===== config.mk =====
export PLATFORM = sky130hd
export DESIGN_NAME = gcd_lcm_unit
export DESIGN_NICKNAME = d
export VERILOG_FILES = /design/src/hdl/glu_pkg.sv /design/src/hdl/glu_addsub.sv /design/src/hdl/glu_core.sv /design/src/hdl/gcd_lcm_unit.sv
export SDC_FILE = /design/constraint.sdc
export NUM_CORES = 1
export LEC_CHECK = 0
export ABC_AREA = 0
export BUFFER_PORTS_ARGS = -buffer_cell sky130_fd_sc_hd__buf_2
export CORE_MARGIN = 2
export CORE_UTILIZATION = 66
export DETAILED_ROUTE_END_ITERATION = 6
export GPL_ROUTABILITY_DRIVEN = 0
export PLACE_DENSITY_LB_ADDON = 0.25
export SLEW_MARGIN = 20
export SYNTH_ARGS = -nofsm -noshare
export SYNTH_HDL_FRONTEND = slang
export SYNTH_SLANG_ARGS = --single-unit

===== constraint.sdc =====
create_clock -name clk -period 11.75 [get_ports clk]
set_input_delay 0.5875 -clock clk [delete_from_list [all_inputs] [get_ports clk]]
set_output_delay 0.5875 -clock clk [all_outputs]
set_load 0.005 [all_outputs]

===== src/hdl/glu_pkg.sv =====
// Shared widths, sequencer states and status struct for the gcd/lcm unit.
`default_nettype none

package glu_pkg;

  // Operand width; the lcm result is twice as wide.
  localparam int DATA_WIDTH = 31;
  localparam int LCM_W      = 2 * DATA_WIDTH;
  localparam int CNT_W      = $clog2(DATA_WIDTH);

  // Sequencer states.
  typedef enum logic [2:0] {
    ST_IDLE,
    ST_EUC_DIV,
    ST_EUC_NEXT,
    ST_Q_DIV,
    ST_MUL,
    ST_FIN
  } glu_state_t;

  // Status from the core to the handshake logic.
  typedef struct packed {
    logic busy;
    logic fin;
  } glu_status_t;

endpackage

`default_nettype wire


===== src/hdl/glu_addsub.sv =====
// Shared double-width adder/subtractor used by every divide and multiply step.
`default_nettype none

module glu_addsub (
  input  wire logic [glu_pkg::LCM_W-1:0] op_a,
  input  wire logic [glu_pkg::LCM_W-1:0] op_b,
  input  wire logic                      sub,
  output logic      [glu_pkg::LCM_W-1:0] sum,
  output logic                           neg
);

  logic [glu_pkg::LCM_W:0] ext_a;
  logic [glu_pkg::LCM_W:0] ext_b;
  logic [glu_pkg::LCM_W:0] res;

  // Add, or subtract through inversion plus carry in.
  always_comb begin
    ext_a = {1'b0, op_a};
    ext_b = sub ? ~{1'b0, op_b} : {1'b0, op_b};
    res   = ext_a + ext_b + {{glu_pkg::LCM_W{1'b0}}, sub};
    sum   = res[glu_pkg::LCM_W-1:0];
    neg   = sub & res[glu_pkg::LCM_W];
  end

endmodule

`default_nettype wire


===== src/hdl/glu_core.sv =====
// Sequencer and datapath registers: Euclid by restoring division, then a/g and shift-add multiply.
`default_nettype none

module glu_core (
  input  wire logic                           clk,
  input  wire logic                           rst_n,
  input  wire logic                           start,
  input  wire logic [glu_pkg::DATA_WIDTH-1:0] opa,
  input  wire logic [glu_pkg::DATA_WIDTH-1:0] opb,
  input  wire logic                           take,
  output glu_pkg::glu_status_t                status,
  output logic      [glu_pkg::DATA_WIDTH-1:0] gcd_res,
  output logic      [glu_pkg::LCM_W-1:0]      lcm_res
);

  localparam int W = glu_pkg::DATA_WIDTH;
  localparam int L = glu_pkg::LCM_W;
  localparam logic [glu_pkg::CNT_W-1:0] LAST = glu_pkg::CNT_W'(W - 1);

  glu_pkg::glu_state_t state_r, state_nxt;

  logic [glu_pkg::CNT_W-1:0] cnt_r, cnt_nxt;
  logic [W-1:0] dvd_r, dvd_nxt;   // dividend shifting out, quotient shifting in
  logic [W-1:0] rem_r, rem_nxt;   // partial remainder
  logic [W-1:0] den_r, den_nxt;   // divisor
  logic [W-1:0] b_r, b_nxt;
  logic [W-1:0] a_r, a_nxt;
  logic [W-1:0] gcd_r, gcd_nxt;
  logic [W-1:0] m_r, m_nxt;       // multiplier bits, LSB first
  logic [L-1:0] mc_r, mc_nxt;     // shifted multiplicand
  logic [L-1:0] acc_r, acc_nxt;   // product accumulator

  logic [W:0]   shifted;
  logic [L-1:0] au_a, au_b, au_sum;
  logic         au_sub, au_neg;
  logic         qbit;
  logic [W-1:0] rem_step;
  logic [W-1:0] dvd_step;
  logic         div_state;

  glu_addsub u_addsub (
    .op_a (au_a),
    .op_b (au_b),
    .sub  (au_sub),
    .sum  (au_sum),
    .neg  (au_neg)
  );

  // Route the shared unit: trial subtract while dividing, add while multiplying.
  always_comb begin
    div_state = state_r inside {glu_pkg::ST_EUC_DIV, glu_pkg::ST_Q_DIV};
    shifted   = {rem_r, dvd_r[W-1]};
    if (div_state) begin
      au_a   = L'(shifted);
      au_b   = L'(den_r);
      au_sub = 1'b1;
    end else begin
      au_a   = acc_r;
      au_b   = m_r[0] ? mc_r : '0;
      au_sub = 1'b0;
    end
    qbit     = ~au_neg;
    rem_step = qbit ? au_sum[W-1:0] : shifted[W-1:0];
    dvd_step = {dvd_r[W-2:0], qbit};
  end

  // Hold state and datapath registers.
  always_ff @(posedge clk) begin
    if (!rst_n) begin
      state_r <= glu_pkg::ST_IDLE;
    end else begin
      state_r <= state_nxt;
    end
    cnt_r <= cnt_nxt;
    dvd_r <= dvd_nxt;
    rem_r <= rem_nxt;
    den_r <= den_nxt;
    a_r   <= a_nxt;
    b_r   <= b_nxt;
    gcd_r <= gcd_nxt;
    m_r   <= m_nxt;
    mc_r  <= mc_nxt;
    acc_r <= acc_nxt;
  end

  // Sequence: order pair, Euclid loop, divide a by gcd, multiply by b; a zero operand skips to finish.
  always_comb begin
    state_nxt = state_r;
    cnt_nxt   = cnt_r;
    dvd_nxt   = dvd_r;
    rem_nxt   = rem_r;
    den_nxt   = den_r;
    a_nxt     = a_r;
    b_nxt     = b_r;
    gcd_nxt   = gcd_r;
    m_nxt     = m_r;
    mc_nxt    = mc_r;
    acc_nxt   = acc_r;
    case (state_r)
      glu_pkg::ST_IDLE: begin
        if (start) begin
          a_nxt   = opa;
          b_nxt   = opb;
          cnt_nxt = '0;
          rem_nxt = '0;
          if ((opa == '0) || (opb == '0)) begin
            // one side zero: gcd is the other side, lcm is zero
            gcd_nxt   = opa | opb;
            acc_nxt   = '0;
            state_nxt = glu_pkg::ST_FIN;
          end else begin
            dvd_nxt   = (opa > opb) ? opa : opb;
            den_nxt   = (opa > opb) ? opb : opa;
            state_nxt = glu_pkg::ST_EUC_DIV;
          end
        end
      end
      glu_pkg::ST_EUC_DIV: begin
        dvd_nxt = dvd_step;
        rem_nxt = rem_step;
        cnt_nxt = cnt_r + 1'b1;
        if (cnt_r == LAST) begin
          state_nxt = glu_pkg::ST_EUC_NEXT;
        end
      end
      glu_pkg::ST_EUC_NEXT: begin
        cnt_nxt = '0;
        rem_nxt = '0;
        if (rem_r == '0) begin
          // divisor is the gcd; now form a / gcd
          gcd_nxt   = den_r;
          dvd_nxt   = a_r;
          state_nxt = glu_pkg::ST_Q_DIV;
        end else begin
          dvd_nxt   = den_r;
          den_nxt   = rem_r;
          state_nxt = glu_pkg::ST_EUC_DIV;
        end
      end
      glu_pkg::ST_Q_DIV: begin
        dvd_nxt = dvd_step;
        rem_nxt = rem_step;
        cnt_nxt = cnt_r + 1'b1;
        if (cnt_r == LAST) begin
          m_nxt     = dvd_step;
          mc_nxt    = L'(b_r);
          acc_nxt   = '0;
          cnt_nxt   = '0;
          state_nxt = glu_pkg::ST_MUL;
        end
      end
      glu_pkg::ST_MUL: begin
        acc_nxt = au_sum;
        m_nxt   = m_r >> 1;
        mc_nxt  = mc_r << 1;
        cnt_nxt = cnt_r + 1'b1;
        if (cnt_r == LAST) begin
          state_nxt = glu_pkg::ST_FIN;
        end
      end
      glu_pkg::ST_FIN: begin
        if (take) begin
          state_nxt = glu_pkg::ST_IDLE;
        end
      end
      default: begin
        state_nxt = glu_pkg::ST_IDLE;
      end
    endcase
  end

  // Report status and results.
  always_comb begin
    status.busy = (state_r != glu_pkg::ST_IDLE);
    status.fin  = (state_r == glu_pkg::ST_FIN);
    gcd_res     = gcd_r;
    lcm_res     = acc_r;
  end

`ifndef SYNTHESIS
  a_start_idle: assert property (@(posedge clk) disable iff (!rst_n)
    start |-> (state_r == glu_pkg::ST_IDLE))
    else $error("item started while core busy");

  a_den_nonzero: assert property (@(posedge clk) disable iff (!rst_n)
    (state_r == glu_pkg::ST_EUC_DIV || state_r == glu_pkg::ST_Q_DIV) |-> (den_r != '0))
    else $error("division by zero in core");

  a_rem_below_den: assert property (@(posedge clk) disable iff (!rst_n)
    (state_r == glu_pkg::ST_EUC_NEXT) |-> (rem_r < den_r))
    else $error("remainder not below divisor");

  a_fin_hold: assert property (@(posedge clk) disable iff (!rst_n)
    (state_r == glu_pkg::ST_FIN && !take) |=> (state_r == glu_pkg::ST_FIN))
    else $error("result dropped before it was taken");
`endif

endmodule

`default_nettype wire


===== src/hdl/gcd_lcm_unit.sv =====
// Top level of the gcd/lcm unit: input handshake, result register and core.
//
// Takes two unsigned operands and returns their greatest common divisor and
// their exact double-width least common multiple. One item is worked at a
// time through a single shared adder/subtractor: each Euclid remainder step is
// a restoring division, then a is divided by the gcd and the quotient is
// multiplied by b in a shift-add multiply. There are at most about 45 Euclid
// steps for 31-bit operands. An item with a zero operand skips the division
// and multiply steps and goes straight to the finished state. A finished
// result waits in an output register, so a new item is taken while the
// previous result is still stalled.
`default_nettype none

module gcd_lcm_unit (
  input  wire logic                           clk,
  input  wire logic                           rst_n,
  input  wire logic                           in_valid,
  output logic                                in_stall,
  input  wire logic [glu_pkg::DATA_WIDTH-1:0] in_operand_a,
  input  wire logic [glu_pkg::DATA_WIDTH-1:0] in_operand_b,
  output logic                                out_valid,
  input  wire logic                           out_stall,
  output logic      [glu_pkg::DATA_WIDTH-1:0] out_gcd_value,
  output logic      [glu_pkg::LCM_W-1:0]      out_lcm_value
);

  glu_pkg::glu_status_t status;

  logic                           start;
  logic                           take;
  logic [glu_pkg::DATA_WIDTH-1:0] gcd_res;
  logic [glu_pkg::LCM_W-1:0]      lcm_res;
  logic                           out_valid_r, out_valid_nxt;
  logic [glu_pkg::DATA_WIDTH-1:0] out_gcd_r, out_gcd_nxt;
  logic [glu_pkg::LCM_W-1:0]      out_lcm_r, out_lcm_nxt;

  glu_core u_core (
    .clk     (clk),
    .rst_n   (rst_n),
    .start   (start),
    .opa     (in_operand_a),
    .opb     (in_operand_b),
    .take    (take),
    .status  (status),
    .gcd_res (gcd_res),
    .lcm_res (lcm_res)
  );

  // Accept an item only while the core is idle; move results when the slot frees.
  always_comb begin
    in_stall      = status.busy;
    start         = in_valid & ~status.busy;
    take          = status.fin & (~out_valid_r | ~out_stall);
    out_valid_nxt = out_valid_r;
    out_gcd_nxt   = out_gcd_r;
    out_lcm_nxt   = out_lcm_r;
    if (out_valid_r && !out_stall) begin
      out_valid_nxt = 1'b0;
    end
    if (take) begin
      out_valid_nxt = 1'b1;
      out_gcd_nxt   = gcd_res;
      out_lcm_nxt   = lcm_res;
    end
  end

  // Hold the result register.
  always_ff @(posedge clk) begin
    if (!rst_n) begin
      out_valid_r <= 1'b0;
    end else begin
      out_valid_r <= out_valid_nxt;
    end
    out_gcd_r <= out_gcd_nxt;
    out_lcm_r <= out_lcm_nxt;
  end

  assign out_valid     = out_valid_r;
  assign out_gcd_value = out_gcd_r;
  assign out_lcm_value = out_lcm_r;

endmodule

`default_nettype wire

== Yosys cells after proc, flatten, opt, wreduce, memory -nomap -nowiden ==
Index checks and enable logic that the tools add are counted.
Operators by class
  muxes and demuxes: 43
  $lt $le $gt $ge: 1
  bitwise logic cells: 10
  add/subtract/negate cells: 3
  reductions and logical operators: 26
  equality and inequality tests: 15
Operator list (count)
  2-to-1 mux 31 bit: 14
  2-to-1 mux 62 bit: 7
  one-hot mux 31 bit (2 select lines): 3
  one-hot mux 31 bit (3 select lines): 2
  one-hot mux 62 bit (3 select lines): 1
  one-hot mux 62 bit (2 select lines): 1
  logical NOT 31 bit: 3
  adder 62 x 63 -> 63 bit: 1
  adder 63 x 1 -> 63 bit: 1
  2-to-1 mux 63 bit: 1
  NOT 62 -> 63 bit: 1
  greater-than comparator 31 bit: 1
  bitwise OR 31 bit: 1
  one-hot mux 5 bit (4 select lines): 1
  2-to-1 mux 3 bit: 6
  one-hot mux 3 bit (6 select lines): 1
  AND reduction 4 bit: 3
  2-to-1 mux 5 bit: 2
  inequality test 2 bit, second input constant: 5
  nonzero test 3 bit: 3
  inequality test 2 x 1 -> 1 bit, second input constant: 4
  AND reduction 2 bit: 4
  nonzero test 2 bit: 4
  == test 3 x 2 -> 1 bit, second input constant: 2
  17 further kinds: 26
Storage, ports and cells
  logic and storage cells: 112
  output and inout port bits: 95
  bits in registers: 443

== Longest topological paths before layout ==
  depth after elaboration: 11
  gate-level depth with buffers: 20
  gate-level depth less buffers: 14

== Hierarchy ==
From an unflattened synthesis, not the netlist that was laid out.
Second synthesis, totals
  cells, all modules: 2315
  area, all modules: 24897.6 um^2
By module, submodules not included
  glu_core: instances 1, seq. area each 10450.0 um^2, area each 17666.9 um^2, cells an instance 1604
  glu_addsub: instances 1, seq. area each 0.0 um^2, area each 4393.0 um^2, cells an instance 613
  gcd_lcm_unit: instances 1, seq. area each 2812.7 um^2, area each 2837.7 um^2, cells an instance 98

== Least setup slack after synthesis ==
No wires, ideal clock.
  path kind: input to register
  from: input port in_operand_a[23] (netlist bit)
  to: register u_core.acc_r[0], in the netlist u_core.lcm_res[0] (enable)
  library setup time: 0.568 ns
  cell stages on the path: 5
  data required time: 11.182 ns
  data arrival time: 5.681 ns
  buffers on the path: 0
  path slack: 5.501 ns
  cells stage by stage: nor4_1 nand4_1 o22ai_1 a21oi_1 o21ai_0
Between the ends
  word-level cells in the longest chain between the ends: 4
RTL lines
  from (decl): RTL line gcd_lcm_unit.sv:19  | input wire logic [glu_pkg::DATA_WIDTH-1:0] in_operand_a,
  logical NOT 31 bit: RTL line glu_core.sv:106  | if ((opa == '0) || (opb == '0)) begin
  logical OR 1 bit: RTL line glu_core.sv:106
  inequality test 2 x 1 -> 1 bit (no line)
  AND reduction 4 bit (no line)
  to (signal assigned): RTL line glu_core.sv:83  | acc_r <= acc_nxt;
  to (decl): RTL line glu_core.sv:31  | logic [L-1:0] acc_r, acc_nxt;
No other way between the ends.
A chain may end at the register's enable or synchronous reset.

== Worst setup path in the final report ==
  from: register u_core.state_r[2]
  to: register u_core.rem_r[12], data pin
Between the ends
  word-level cells in the longest chain between the ends: 10
RTL lines
  from (decl): RTL line glu_core.sv:20  | glu_pkg::glu_state_t state_r, state_nxt;
  from (signal assigned): RTL line glu_core.sv:70  | state_r <= glu_pkg::ST_IDLE;
  from (signal assigned): RTL line glu_core.sv:72  | state_r <= state_nxt;
  == test 3 x 1 -> 1 bit or == test 3 x 2 -> 1 bit (tied branches): RTL line glu_core.sv:51, glu_core.sv:99
  nonzero test 2 bit: RTL line glu_core.sv:51  | div_state = state_r inside {glu_pkg::ST_EUC_DIV, glu_pkg::ST_Q_DIV};
  2-to-1 mux 62 bit: RTL line glu_core.sv:53  | if (div_state) begin
  NOT 62 -> 63 bit: RTL line glu_addsub.sv:19  | ext_b = sub ? ~{1'b0, op_b} : {1'b0, op_b};
  2-to-1 mux 63 bit: RTL line glu_addsub.sv:19
  adder 62 x 63 -> 63 bit: RTL line glu_addsub.sv:20  | res = ext_a + ext_b + {{glu_pkg::LCM_W{1'b0}}, sub};
  adder 63 x 1 -> 63 bit: RTL line glu_addsub.sv:20
  bitwise AND 1 bit: RTL line glu_addsub.sv:22  | neg = sub & res[glu_pkg::LCM_W];
  2-to-1 mux 31 bit: RTL line glu_core.sv:63  | rem_step = qbit ? au_sum[W-1:0] : shifted[W-1:0];
  one-hot mux 31 bit (3 select lines) *: RTL line glu_core.sv:99  | case (state_r)
  to (signal assigned): RTL line glu_core.sv:76  | rem_r <= rem_nxt;
  to (decl): RTL line glu_core.sv:24  | logic [W-1:0] rem_r, rem_nxt;
Mark *: on every way between the ends. The rest lies on a longest branch, timed or not.

==> metrics <==
outcome finished, final reports clean; Remaining Overflow, GRT 0; Max Clock Freq 166.2 MHz; Netlist cell types 79; Inserted Clock Buffers 45; Setup Viol. Count Final 0; worst hold path type input pin to register; most common cell after layout, fill and taps aside nand2_1; I/O Buffers 160; Initial Util 66.69%; pin count of the biggest net entering global routing 93; most frequent cells in the layout 472 x nand2_1, 439 x edfxtp_1, 160 x buf_2; Worst path top cell family by delay simple AND/OR/NAND/NOR gates; Startpoint Class register; Max-Cap Viols 0; Arr. time, crit path 6.30 ns; initial antenna violation count 4; vias in the first global route 17.98k; leakage 10.73 nW; Worst path slowest cell a31o_2; clk buf depth 3; Place WS 5.889 ns; cts repair resizes 0; syn_nets 2,480; via/cell ratio 6.494; clock latency on the worst-skew pair 0.59 ns; root buffer cell clkbuf_16; Sink Count 443; unrepaired setup endpoints after global routing no; P per Cell Area 146.4 mW/mm2; Die X 195.9 um; Cells after Synth 2,288; critical path cell sequence buf_4 -> nand2b_4 -> buf_4 -> nand2_1 -> ha_1 -> nand4_1 -> or2_1 -> nor4b_2 -> nand3_1 -> nor3_2 -> nor3_2 -> a31oi_4 -> a31o_2 -> mux2i_1; routed length per instance 22.32 um; crit-path max FO 92; worst path buffer plus inverter count 2; Worst slew margin 25.56%; Syn Std Cell Area 0.02430 mm2; DR pass1 iterations 6; Syn-to-layout area delta 10.50%; Ports 161; CP max stage delay 0.93 ns; total power 3.930 mW; H-tree level count 2; Row Count 70; crit path time final 6.017 ns; post-route antenna net violation count 0; final slew viol count 0; Routed WL 64,480 um; Synth area leader edfxtp_1; post-CTS setup repair buffer count 0; Synth Flop Type edfxtp_1; #FFs+latches synth 443; share of cells above drive strength 1 13.15%; cts hold-fix bufs 0; EDFF count, synth 439; DIE AREA 0.03837 mm2; largest cells by area after synthesis edfxtp_1 54%, nand2_1 7.3%, ha_1 6.4%; core box area 0.03643 mm2; Die Ht 195.9 um; initial drt markers 2,132; clk slew on worst S/H paths 0.06 ns; Fillers 2,494; Global Route Usage Sum 33.34%; post-DP HPWL 43,410 um; Avg Inst Size Synth 10.62 um2; CTS tree built; Hold Fails Final Rpt 0; critical path capture point type register; Setup Skew 0.01819 ns; part of the cycle the worst path needs 51.20%; Yosys top cell area share 54.25%; vias post-DR 18.76k; Worst-Margin Slew 1.117 ns; TNS Setup 0 ns; critical path type register to register; part of the Yosys area used for sequential elements 54.58%; critical path required time 12.03 ns; Async SR Flop Fraction 0%; first-pass GRT wire length 98,900 um; worst vdd ir 0.1106 mV; Worst Slack Setup Final 5.733 ns; drt drc 0; yosys warns 0; nets 2,576
==> metrics by stage <==
step	util [%]	hold WS, ns	cell area [um2]	instances
global placement	69.48	0.4021	25320	2805
finish	73.70	0.2640	26850	2889
global route	73.70	0.2573	26850	2889
floorplan	-	0.4003	24300	2288
detailed placement	69.48	0.4045	25320	2805
CTS	73.68	0.2414	26840	2887
==> worst register-to-register path: cells and delay by family (launching register included) <==
family,cells,cell delay (ns)
DFF,1,0.31
muxes,1,0.22
and+or+nand+nor,8,2.30
adders and majority gates,1,0.47
AOI/OAI and AO/OA,2,1.19
buffers and inverters,2,1.24
==> worst paths after layout <==
path / start / endpoint / slack, ns / cells after the start
max: u_core.state_r[2] / u_core.rem_r[12] / 5.73 / 14
min: in_operand_b[13] / u_core.b_r[13] / 0.26 / 1
min reg2reg: u_core.gcd_res[8] / out_gcd_value[8] / 0.42 / 0
max reg2reg: u_core.state_r[2] / u_core.rem_r[12] / 5.73 / 14
==> state kept, by name (all words and copies together), names as in the netlist <==
signal          count
out_gcd_value      31
out_lcm_value      62
out_valid           1
u_core.a_r         31
u_core.b_r         31
u_core.cnt_r        5
u_core.den_r       31
u_core.dvd_r       31
u_core.gcd_res     31
u_core.lcm_res     62
u_core.m_r         31
u_core.mc_r        62
u_core.rem_r       31
u_core.state_r      3
==> cell type report <==
class	instances	area, um2	area share, %
clock inverters	33	387.9	1.445
well taps	468	585.6	2.181
repair buffers	178	935.9	3.486
multi-input cells	1622	10180	37.91
clock buffers	49	1141	4.250
diodes	2	5.005	0.01864
inverters	94	352.8	1.314
flip-flops and latches	443	13260	49.39
==> synthesized netlist by cell type, types with 4 or more instances <==
master    instances
nand2_1         475
edfxtp_1        439
nor2_1          143
mux2i_1         126
a21oi_1         125
ha_1            125
clkbuf_1         94
inv_1            94
o21ai_0          82
and2_1           46
nand3_1          44
and3_1           41
nand4_1          35
o221ai_1         33
o21ai_1          31
nor4_1           30
nor3_1           28
a21o_1           25
or2_2            24
xnor2_1          24
xor2_1           24
buf_2            17
o21bai_1         17
o21a_1           16
nand2b_1         13
nor2b_1           9
buf_4             8
nor3b_1           8
a31oi_1           6
o211ai_1          6
o31ai_1           6
or2_1             5
a211oi_1          4
a31o_2            4
buf_1             4
dfxtp_1           4
==> cells by family after synthesis <==
| logic type | synth area share [%] |
|---|---|
| simple gates | 17.15 |
| compound gates | 10.82 |
| flops | 54.58 |
| buf+inv | 3.950 |
| xor+xnor | 1.730 |
| mux | 5.252 |
| fa+ha+maj | 6.519 |
==> where the power goes <==
| part | leakage (nW) | internal, mW | switching [mW] |
|---|---|---|---|
| sequential | 4.09 | 1.80 | 0.0459 |
| combinational | 5.91 | 0.209 | 0.365 |
| clock | 0.727 | 0.881 | 0.629 |
| total | 10.7 | 2.89 | 1.04 |
==> per-layer routing <==
layer | routed length, um | up-vias | GRT usage (%)
met5 | 18 | - | 0
met4 | 3407 | 4 | 16.02
met3 | 6088 | 247 | 6.258
met2 | 30070 | 1154 | 53.51
met1 | 24900 | 8926 | 44.20
li1 | - | 8429 | -
Power figures use the tool's default switching activity.
